## src/pdlr_pkg.sv

```systemverilog
// ----------------------------------------------------------------------------
// pdlr_pkg
// Shared widths, register indexes and controller/datapath interface types
// for the PCM downmix and linear resampler.
// ----------------------------------------------------------------------------
package pdlr_pkg;

  localparam int SAMPLE_W   = 16;
  localparam int CNT_W      = 4;
  localparam int STEP_W     = 20;
  localparam int CFG_IDX_W  = 2;
  localparam int CFG_DATA_W = 20;

  localparam int RESULT_CAP = 16;
  localparam int CAP_W      = 4;

  localparam logic [CFG_IDX_W-1:0] CFG_CHANNEL_COUNT = 2'd0;
  localparam logic [CFG_IDX_W-1:0] CFG_RESAMPLE_STEP = 2'd1;

  localparam logic [CNT_W-1:0]  CNT_RESET  = 4'd1;
  localparam logic [STEP_W-1:0] STEP_RESET = 20'h10000;

  // controller -> datapath
  typedef struct packed {
    logic acc;        // add the accepted sample into the frame sum
    logic frame_end;  // frame completes: load divider, clear frame state
    logic div_step;   // one restoring-division step
    logic mono_ld;    // take the quotient as the new mono sample
    logic mul;        // register (mono - previous) * phase
    logic emit;       // write one result into the output register
    logic skip;       // no result for this mono sample
  } dp_cmd_t;

  // datapath -> controller
  typedef struct packed {
    logic frame_done;
    logic div_last;
    logic hist_valid;
    logic phase_lt_one;
    logic out_free;
    logic emit_last;
  } dp_status_t;

endpackage

```

## src/pcm_downmix_linear_resampler.sv

```systemverilog
// ----------------------------------------------------------------------------
// pcm_downmix_linear_resampler
// Averages interleaved PCM channels to mono and resamples the mono stream
// by linear interpolation.
// ----------------------------------------------------------------------------
// Mid-frame sample: accepted straight into the frame sum.
// Frame-completing sample: runs the serial divider, forms the mono sample,
//   then for each result multiplies, then writes the output register, and
//   waits there on output stalls. One item in flight; the output register
//   holds a result while the next input is taken. Reset is asynchronous,
//   active low; it clears all state but the divider and data registers.
// ----------------------------------------------------------------------------
module pcm_downmix_linear_resampler
  import pdlr_pkg::*;
#(
  parameter int MAX_CHANNELS    = 8,
  parameter int PHASE_FRAC_BITS = 16
) (
  input  logic                       clk_i,
  input  logic                       rst_ni,
  input  logic                       cfg_we_i,
  input  logic [CFG_IDX_W-1:0]       cfg_index_i,
  input  logic [CFG_DATA_W-1:0]      cfg_data_i,
  input  logic                       in_valid_i,
  output logic                       in_ready_o,
  input  logic signed [SAMPLE_W-1:0] channel_sample_i,
  output logic                       out_valid_o,
  input  logic                       out_ready_i,
  output logic signed [SAMPLE_W-1:0] out_sample_o,
  output logic                       last_of_run_o
);

  dp_cmd_t    cmd;
  dp_status_t status;

  pdlr_ctrl u_ctrl (
    .clk_i      (clk_i),
    .rst_ni     (rst_ni),
    .in_valid_i (in_valid_i),
    .in_ready_o (in_ready_o),
    .status_i   (status),
    .cmd_o      (cmd)
  );

  pdlr_datapath #(
    .MAX_CHANNELS    (MAX_CHANNELS),
    .PHASE_FRAC_BITS (PHASE_FRAC_BITS)
  ) u_datapath (
    .clk_i            (clk_i),
    .rst_ni           (rst_ni),
    .cfg_we_i         (cfg_we_i),
    .cfg_index_i      (cfg_index_i),
    .cfg_data_i       (cfg_data_i),
    .channel_sample_i (channel_sample_i),
    .out_ready_i      (out_ready_i),
    .out_valid_o      (out_valid_o),
    .out_sample_o     (out_sample_o),
    .last_of_run_o    (last_of_run_o),
    .cmd_i            (cmd),
    .status_o         (status)
  );

endmodule

```

## src/pdlr_ctrl.sv

```systemverilog
// ----------------------------------------------------------------------------
// pdlr_ctrl
// Sequencer: accepts samples, runs the divider, then walks the phase and
// issues one result per ST_CHK/ST_EMIT pair, held in ST_EMIT on output stalls.
// ----------------------------------------------------------------------------
module pdlr_ctrl
  import pdlr_pkg::*;
(
  input  logic       clk_i,
  input  logic       rst_ni,
  input  logic       in_valid_i,
  output logic       in_ready_o,
  input  dp_status_t status_i,
  output dp_cmd_t    cmd_o
);

  localparam logic [2:0] ST_IDLE = 3'd0;
  localparam logic [2:0] ST_DIV  = 3'd1;
  localparam logic [2:0] ST_MONO = 3'd2;
  localparam logic [2:0] ST_CHK  = 3'd3;
  localparam logic [2:0] ST_EMIT = 3'd4;

  logic [2:0] state_q, state_d;

  always_comb begin
    state_d    = state_q;
    cmd_o      = '0;
    in_ready_o = 1'b0;
    unique case (state_q)
      ST_IDLE: begin
        in_ready_o = 1'b1;
        if (in_valid_i) begin
          cmd_o.acc = 1'b1;
          if (status_i.frame_done) begin
            cmd_o.frame_end = 1'b1;
            state_d         = ST_DIV;
          end
        end
      end
      ST_DIV: begin
        cmd_o.div_step = 1'b1;
        if (status_i.div_last) begin
          state_d = ST_MONO;
        end
      end
      ST_MONO: begin
        cmd_o.mono_ld = 1'b1;
        state_d = status_i.hist_valid ? ST_CHK : ST_IDLE;
      end
      ST_CHK: begin
        if (status_i.phase_lt_one) begin
          cmd_o.mul = 1'b1;
          state_d   = ST_EMIT;
        end else begin
          cmd_o.skip = 1'b1;
          state_d    = ST_IDLE;
        end
      end
      ST_EMIT: begin
        // hold until the output register can take the result
        if (status_i.out_free) begin
          cmd_o.emit = 1'b1;
          state_d = status_i.emit_last ? ST_IDLE : ST_CHK;
        end
      end
      default: begin
        state_d = ST_IDLE;
      end
    endcase
  end

  always_ff @(posedge clk_i or negedge rst_ni) begin
    if (!rst_ni) begin
      state_q <= ST_IDLE;
    end else begin
      state_q <= state_d;
    end
  end

endmodule

```

## src/pdlr_datapath.sv

```systemverilog
// ----------------------------------------------------------------------------
// pdlr_datapath
// Configuration registers, frame accumulator, bit-serial divider,
// interpolation multiplier, phase accumulator and output register.
// ----------------------------------------------------------------------------
module pdlr_datapath
  import pdlr_pkg::*;
#(
  parameter int MAX_CHANNELS    = 8,
  parameter int PHASE_FRAC_BITS = 16
) (
  input  logic                        clk_i,
  input  logic                        rst_ni,
  input  logic                        cfg_we_i,
  input  logic [CFG_IDX_W-1:0]        cfg_index_i,
  input  logic [CFG_DATA_W-1:0]       cfg_data_i,
  input  logic signed [SAMPLE_W-1:0]  channel_sample_i,
  input  logic                        out_ready_i,
  output logic                        out_valid_o,
  output logic signed [SAMPLE_W-1:0]  out_sample_o,
  output logic                        last_of_run_o,
  input  dp_cmd_t                     cmd_i,
  output dp_status_t                  status_o
);

  localparam int F      = PHASE_FRAC_BITS;
  localparam int SW     = SAMPLE_W + $clog2(MAX_CHANNELS);
  localparam int IW     = (MAX_CHANNELS > 1) ? $clog2(MAX_CHANNELS) : 1;
  localparam int DCW    = $clog2(SW);
  localparam int PW     = ((F > STEP_W) ? F : STEP_W) + 1;
  localparam int DIFF_W = SAMPLE_W + 1;
  localparam int PROD_W = DIFF_W + F + 1;

  localparam logic [PW-1:0] PHASE_ONE = PW'(1) << F;
  localparam logic [PW-1:0] STEP_MIN  = PHASE_ONE >> 4;

  // configuration
  logic [CNT_W-1:0]  cnt_q;
  logic [STEP_W-1:0] step_q;

  always_ff @(posedge clk_i or negedge rst_ni) begin
    if (!rst_ni) begin
      cnt_q  <= CNT_RESET;
      step_q <= STEP_RESET;
    end else if (cfg_we_i) begin
      unique case (cfg_index_i)
        CFG_CHANNEL_COUNT: cnt_q  <= cfg_data_i[CNT_W-1:0];
        CFG_RESAMPLE_STEP: step_q <= cfg_data_i[STEP_W-1:0];
        default: ;
      endcase
    end
  end

  logic [CNT_W-1:0] cnt_eff;
  logic [PW-1:0]    step_eff;

  always_comb begin
    cnt_eff = cnt_q;
    if (cnt_q == '0) begin
      cnt_eff = CNT_W'(1);
    end else if ({1'b0, cnt_q} > (CNT_W+1)'(MAX_CHANNELS)) begin
      cnt_eff = CNT_W'(MAX_CHANNELS);
    end
    step_eff = {{(PW-STEP_W){1'b0}}, step_q};
    if (step_eff < STEP_MIN) begin
      step_eff = STEP_MIN;
    end
  end

  // frame accumulation
  logic [IW-1:0]        idx_q;
  logic signed [SW-1:0] sum_q;
  logic signed [SW-1:0] sum_total;

  assign sum_total = sum_q + SW'(channel_sample_i);
  assign status_o.frame_done = (6'(idx_q) + 6'd1) >= 6'(cnt_eff);

  always_ff @(posedge clk_i or negedge rst_ni) begin
    if (!rst_ni) begin
      idx_q <= '0;
      sum_q <= '0;
    end else if (cmd_i.acc) begin
      if (cmd_i.frame_end) begin
        idx_q <= '0;
        sum_q <= '0;
      end else begin
        idx_q <= idx_q + IW'(1);
        sum_q <= sum_total;
      end
    end
  end

  // restoring divider on the magnitude, one quotient bit per cycle
  logic [SW-1:0]    quo_q;
  logic [CNT_W-1:0] rem_q;
  logic [CNT_W-1:0] dvs_q;
  logic             neg_q;
  logic [DCW-1:0]   dcnt_q;
  logic [CNT_W:0]   rem_sh;
  logic             rem_ge;

  assign rem_sh = {rem_q, quo_q[SW-1]};
  assign rem_ge = rem_sh >= {1'b0, dvs_q};
  assign status_o.div_last = dcnt_q == DCW'(SW-1);

  always_ff @(posedge clk_i) begin
    if (cmd_i.frame_end) begin
      neg_q  <= sum_total[SW-1];
      quo_q  <= sum_total[SW-1] ? SW'(-sum_total) : SW'(sum_total);
      rem_q  <= '0;
      dvs_q  <= cnt_eff;
      dcnt_q <= '0;
    end else if (cmd_i.div_step) begin
      rem_q  <= rem_ge ? CNT_W'(rem_sh - {1'b0, dvs_q}) : rem_sh[CNT_W-1:0];
      quo_q  <= {quo_q[SW-2:0], rem_ge};
      dcnt_q <= dcnt_q + DCW'(1);
    end
  end

  // signed quotient, truncated toward zero, saturated to 16 bits
  logic signed [SW:0]         quo_s;
  logic signed [SAMPLE_W-1:0] mono_new;

  always_comb begin
    quo_s = neg_q ? -$signed({1'b0, quo_q}) : $signed({1'b0, quo_q});
    if (quo_s > (SW+1)'(32767)) begin
      mono_new = 16'sh7fff;
    end else if (quo_s < -(SW+1)'(32768)) begin
      mono_new = 16'sh8000;
    end else begin
      mono_new = quo_s[SAMPLE_W-1:0];
    end
  end

  // interpolation
  logic signed [SAMPLE_W-1:0] mono_q;
  logic signed [SAMPLE_W-1:0] prev_q;
  logic                       hist_valid_q;
  logic [PW-1:0]              phase_q;
  logic [CAP_W-1:0]           rcnt_q;
  logic signed [PROD_W-1:0]   prod_q;
  logic signed [DIFF_W-1:0]   diff;
  logic signed [DIFF_W:0]     interp;
  logic [PW-1:0]              phase_add;

  assign diff      = DIFF_W'(mono_q) - DIFF_W'(prev_q);
  assign interp    = (DIFF_W+1)'(prev_q) + (DIFF_W+1)'(prod_q >>> F);
  assign phase_add = phase_q + step_eff;

  assign status_o.hist_valid   = hist_valid_q;
  assign status_o.phase_lt_one = phase_q < PHASE_ONE;
  assign status_o.emit_last    = (phase_add >= PHASE_ONE) ||
                                 (rcnt_q == CAP_W'(RESULT_CAP-1));

  always_ff @(posedge clk_i) begin
    if (cmd_i.mul) begin
      prod_q <= diff * $signed({1'b0, phase_q[F-1:0]});
    end
    if (cmd_i.mono_ld) begin
      mono_q <= mono_new;
    end
  end

  always_ff @(posedge clk_i or negedge rst_ni) begin
    if (!rst_ni) begin
      prev_q       <= '0;
      hist_valid_q <= 1'b0;
      phase_q      <= '0;
      rcnt_q       <= '0;
    end else begin
      if (cmd_i.mono_ld && !hist_valid_q) begin
        prev_q       <= mono_new;
        hist_valid_q <= 1'b1;
      end
      if (cmd_i.skip) begin
        phase_q <= phase_q - PHASE_ONE;
        prev_q  <= mono_q;
      end
      if (cmd_i.emit) begin
        if (status_o.emit_last) begin
          // drop one sample period off the phase (or clear it at the result cap) and advance the history
          phase_q <= (phase_add >= PHASE_ONE) ? phase_add - PHASE_ONE : '0;
          prev_q  <= mono_q;
          rcnt_q  <= '0;
        end else begin
          phase_q <= phase_add;
          rcnt_q  <= rcnt_q + CAP_W'(1);
        end
      end
    end
  end

  // output register
  logic                       out_valid_q;
  logic signed [SAMPLE_W-1:0] out_sample_q;
  logic                       out_last_q;

  assign status_o.out_free = !out_valid_q || out_ready_i;

  always_ff @(posedge clk_i or negedge rst_ni) begin
    if (!rst_ni) begin
      out_valid_q <= 1'b0;
    end else if (cmd_i.emit) begin
      out_valid_q <= 1'b1;
    end else if (out_ready_i) begin
      out_valid_q <= 1'b0;
    end
  end

  always_ff @(posedge clk_i) begin
    if (cmd_i.emit) begin
      out_sample_q <= interp[SAMPLE_W-1:0];
      out_last_q   <= status_o.emit_last;
    end
  end

  assign out_valid_o   = out_valid_q;
  assign out_sample_o  = out_sample_q;
  assign last_of_run_o = out_last_q;

endmodule
```

## config.mk

```make
export PLATFORM = sky130hd
export DESIGN_NAME = pcm_downmix_linear_resampler
export DESIGN_NICKNAME = d
export VERILOG_FILES = /design/src/pdlr_pkg.sv /design/src/pcm_downmix_linear_resampler.sv /design/src/pdlr_ctrl.sv /design/src/pdlr_datapath.sv
export SDC_FILE = /design/constraint.sdc
export NUM_CORES = 1
export LEC_CHECK = 0
export BUFFER_PORTS_ARGS = -buffer_cell sky130_fd_sc_hd__buf_4
export CAP_MARGIN = 40
export CORE_MARGIN = 3
export CORE_UTILIZATION = 59
export CTS_CLUSTER_SIZE = 20
export DETAILED_ROUTE_END_ITERATION = 16
export GPL_ROUTABILITY_DRIVEN = 1
export GPL_TIMING_DRIVEN = 0
export PLACE_DENSITY = 0.87
export SKIP_CTS_REPAIR_TIMING = 1
export SLEW_MARGIN = 5
export SYNTH_ARGS = -nofsm -noshare
export SYNTH_HDL_FRONTEND = slang
export SYNTH_SLANG_ARGS = --single-unit
```

## constraint.sdc

```tcl
create_clock -name clk_i -period 8.3 [get_ports clk_i]
set_clock_uncertainty 0.05 [all_clocks]
set_input_delay 0 -clock clk_i [delete_from_list [all_inputs] [get_ports clk_i]]
set_output_delay 0 -clock clk_i [all_outputs]
set_load 0.01 [all_outputs]
```

==> results.tsv <==
metric	value	unit
fin_util	67.1	%
drt-initial-drc-count	1248	
syn_avg_cell_area	9.36	um^2
grt_util_all_layers	28.1	%
ys_warn_count	0	
ant_nets	0	
wl_per_cell	19.4	um
start_util	60.0	%
clk_root_buffer_cell	clkbuf_16	
met3WireLength	4.40	mm
reg2reg_depth	32	
worst-setup-path-type	flop to flop	
drc_errors	0	
wl_met2	27.4	mm
synth_top_area_share	24.7	%
report.final.slew_viol_count	0	
crit_arrival	8.96	ns
setup_ws	-0.520	ns
synth_edf_count	73	
startpoint_type	flop	
final_layout_size_suffix_gt1_share	10.3	%
nNetsFinal	2898	
wl	56.1	mm
status	finished, violations left	
multi_input_area	15200	um^2
yosys.area_share.simple	15.8	%
cts.sinks	174	
hold_viol	8	
critical_path.max_stage_delay	0.55	ns
num-fill-cells	2587	
portBuffers	61	
cts_tree	done	
finalSetupViolCount	6	
reg2reg_slack	-0.52	ns
die_h	196	um
synth_area_leaders	fa_1 (25%), dfrtp_1 (11%), edfxtp_1 (10%)	
hold_class	primary input to async pin	
gp_congestion	0.957	
fin_crit	8.82	ns
grt_max_degree	65	
yosysTopAreaCell	fa_1	
wl_met1	22.0	mm
top_layer_used	met4	
rsz0062_at_grt	yes	
async_reset_ff_share	52.9	%
grt_remaining_overflow	0	
max_slew_margin	33.5	%
cap_viol_max_count	0	
fmax	113	MHz
via_per_inst	5.90	
syn-instance-count	2285	
crit_path_end_kind	flop	
cts.clk_slew.worst_paths	0.07	ns
cts_buffers	17	
grt_first_pass_wirelength	86.6	mm
critical_path.most_common_cell	fa_1	
dpl.hpwl	42.9	mm
violations	negative hold slack, negative setup slack	
timing.critical_path.fanout_max	6	
synthXorXnorAreaFrac	5.04	%
worst_pin_slew	0.994	ns
die_x	196	um
synth.ff_latch_count	174	
ys_seq_area_share	21.9	%
netlist_area	21400	um^2
clk_path_buf_depth	2	
dp_slack	-1.51	ns
synth_compound_area_share	11.0	%
synthFlopType	dfrtp_1	
synthMuxAreaShare	3.01	%
synth.distinct_cells	86	
post-route-period-util	106	%
syn-num-nets	2760	
clk_latency	0.45	ns
die_area	38600	um^2
grt_pass1_vias	17412	
syn_to_final_growth	11.9	%
rows	69	
core-area	35700	um^2
hold_ws	-0.0121	ns
cp.required	8.44	ns
seq_area	4680	um^2
num_vias	17092	
htree_levels	4	
io-pin-count	62	
setup_tns	-1.81	ns
first_pass_iters	6	
critPathSlowestCell	fa_1	
synth_adder_area_share	34.6	%
grt_antenna_before_repair	0	
synth_top_family_by_area	adder cells	
Yosys cell counts (all sizes together), types with 14 or more instances:
master / number
and3: 14
clkbuf: 75
nor3: 37
and2: 125
a211oi: 18
inv: 401
mux2i: 35
a21o: 18
a21oi: 69
nand3: 27
a22o: 22
edfxtp: 73
or3: 23
nand2: 222
mux2: 26
xnor2: 72
ha: 168
nor2b: 34
o21ai: 116
nor4: 15
dfrtp: 90
o31ai: 17
nor2: 76
fa: 264
nand2b: 26
xor2: 51
registers in the layout, summed over array words and instances (netlist names), 3 cells and up:
name                     count
u_datapath.phase_q          21
u_datapath.step_q           20
u_datapath.quo_q            19
u_datapath.sum_q            19
u_datapath.mono_q           16
u_datapath.out_sample_o     16
u_datapath.prev_q           16
u_datapath.prod_q           16
u_datapath.dcnt_q            5
u_datapath.cnt_q             4
u_datapath.dvs_q             4
u_datapath.rcnt_q            4
u_datapath.rem_q             4
u_ctrl.state_q               3
u_datapath.idx_q             3
worst max-delay path: cells and delay by family (launching register included):
| kind | cells | cell delay (ns) |
|---|---|---|
| xor+xnor | 1 | 0.11 |
| simple gates | 6 | 1.02 |
| flops | 1 | 0.47 |
| buf+inv | 4 | 0.21 |
| fa+ha+maj | 8 | 3.56 |
| compound gates | 13 | 3.14 |
metrics by stage:
step / area (um^2) / instances
after global routing: 23900 / 2897
after CTS: 23100 / 2845
after floorplan: 21400 / 2285
final: 23900 / 2898
after detailed placement: 22500 / 2813
after global placement: 22400 / 2807
area by class of cell:
| cell class | count | area share (%) |
|---|---|---|
| repair buffers | 119 | 4.17 |
| multi-input cells | 1625 | 63.5 |
| plain buffers | 85 | 1.66 |
| clock inverters | 9 | 0.298 |
| clock buffers | 23 | 2.09 |
| inverters | 401 | 6.29 |
| diodes | 1 | 0.0105 |
| well taps | 461 | 2.41 |
| flip-flops and latches | 174 | 19.5 |
cell families (layout without fill, tap and decap cells):
| group | Yosys count | in the layout |
|---|---|---|
| other | 0 | 1 |
| AO/OA/AOI/OAI | 354 | 354 |
| flip-flops | 174 | 174 |
| AND/OR/NAND/NOR | 655 | 655 |
| buffers and inverters | 486 | 637 |
| adder cells (fa/ha/maj) | 432 | 432 |
| multiplexers | 61 | 61 |
| XOR/XNOR | 123 | 123 |
layer usage:
metal  GRT usage, %  up-vias
li1               -     7732
met4           10.3        0
met1           36.1     8433
met5              0        -
met3           6.29      178
met2           47.1      749
cell usage in the layout, fill, tap and decap left out, types with 23 or more instances in the layout:
master / Yosys / final
a21oi_1: 68 / 61
and2_1: 124 / 123
buf_4: 0 / 88
clkbuf_1: 75 / 64
dfrtp_1: 90 / 90
dlygate4sd3_1: 0 / 28
edfxtp_1: 73 / 73
fa_1: 264 / 260
ha_1: 168 / 162
inv_1: 400 / 394
mux2_2: 25 / 25
mux2i_1: 35 / 35
nand2_1: 222 / 221
nand2b_1: 26 / 26
nand3_1: 27 / 27
nor2_1: 76 / 73
nor2b_1: 34 / 32
nor3_1: 36 / 32
o21ai_0: 108 / 102
or3_1: 23 / 23
xnor2_1: 72 / 64
xor2_1: 51 / 49
final timing paths:
kind	start	endpoint
max	u_datapath.mono_q[1]	u_datapath.prod_q[30]
min	rst_ni	u_datapath.sum_q[15]
max reg2reg	u_datapath.mono_q[1]	u_datapath.prod_q[30]
min reg2reg	u_datapath.sum_q[0]	u_datapath.sum_q[0]
max in group asynchronous	rst_ni	u_datapath.step_q[16]
min in group clk_i	channel_sample_i[0]	u_datapath.quo_q[0]
Power is left out: the tool's default activity adds up to more than one toggle a clock period on the data nets, which glitch-free logic cannot reach.
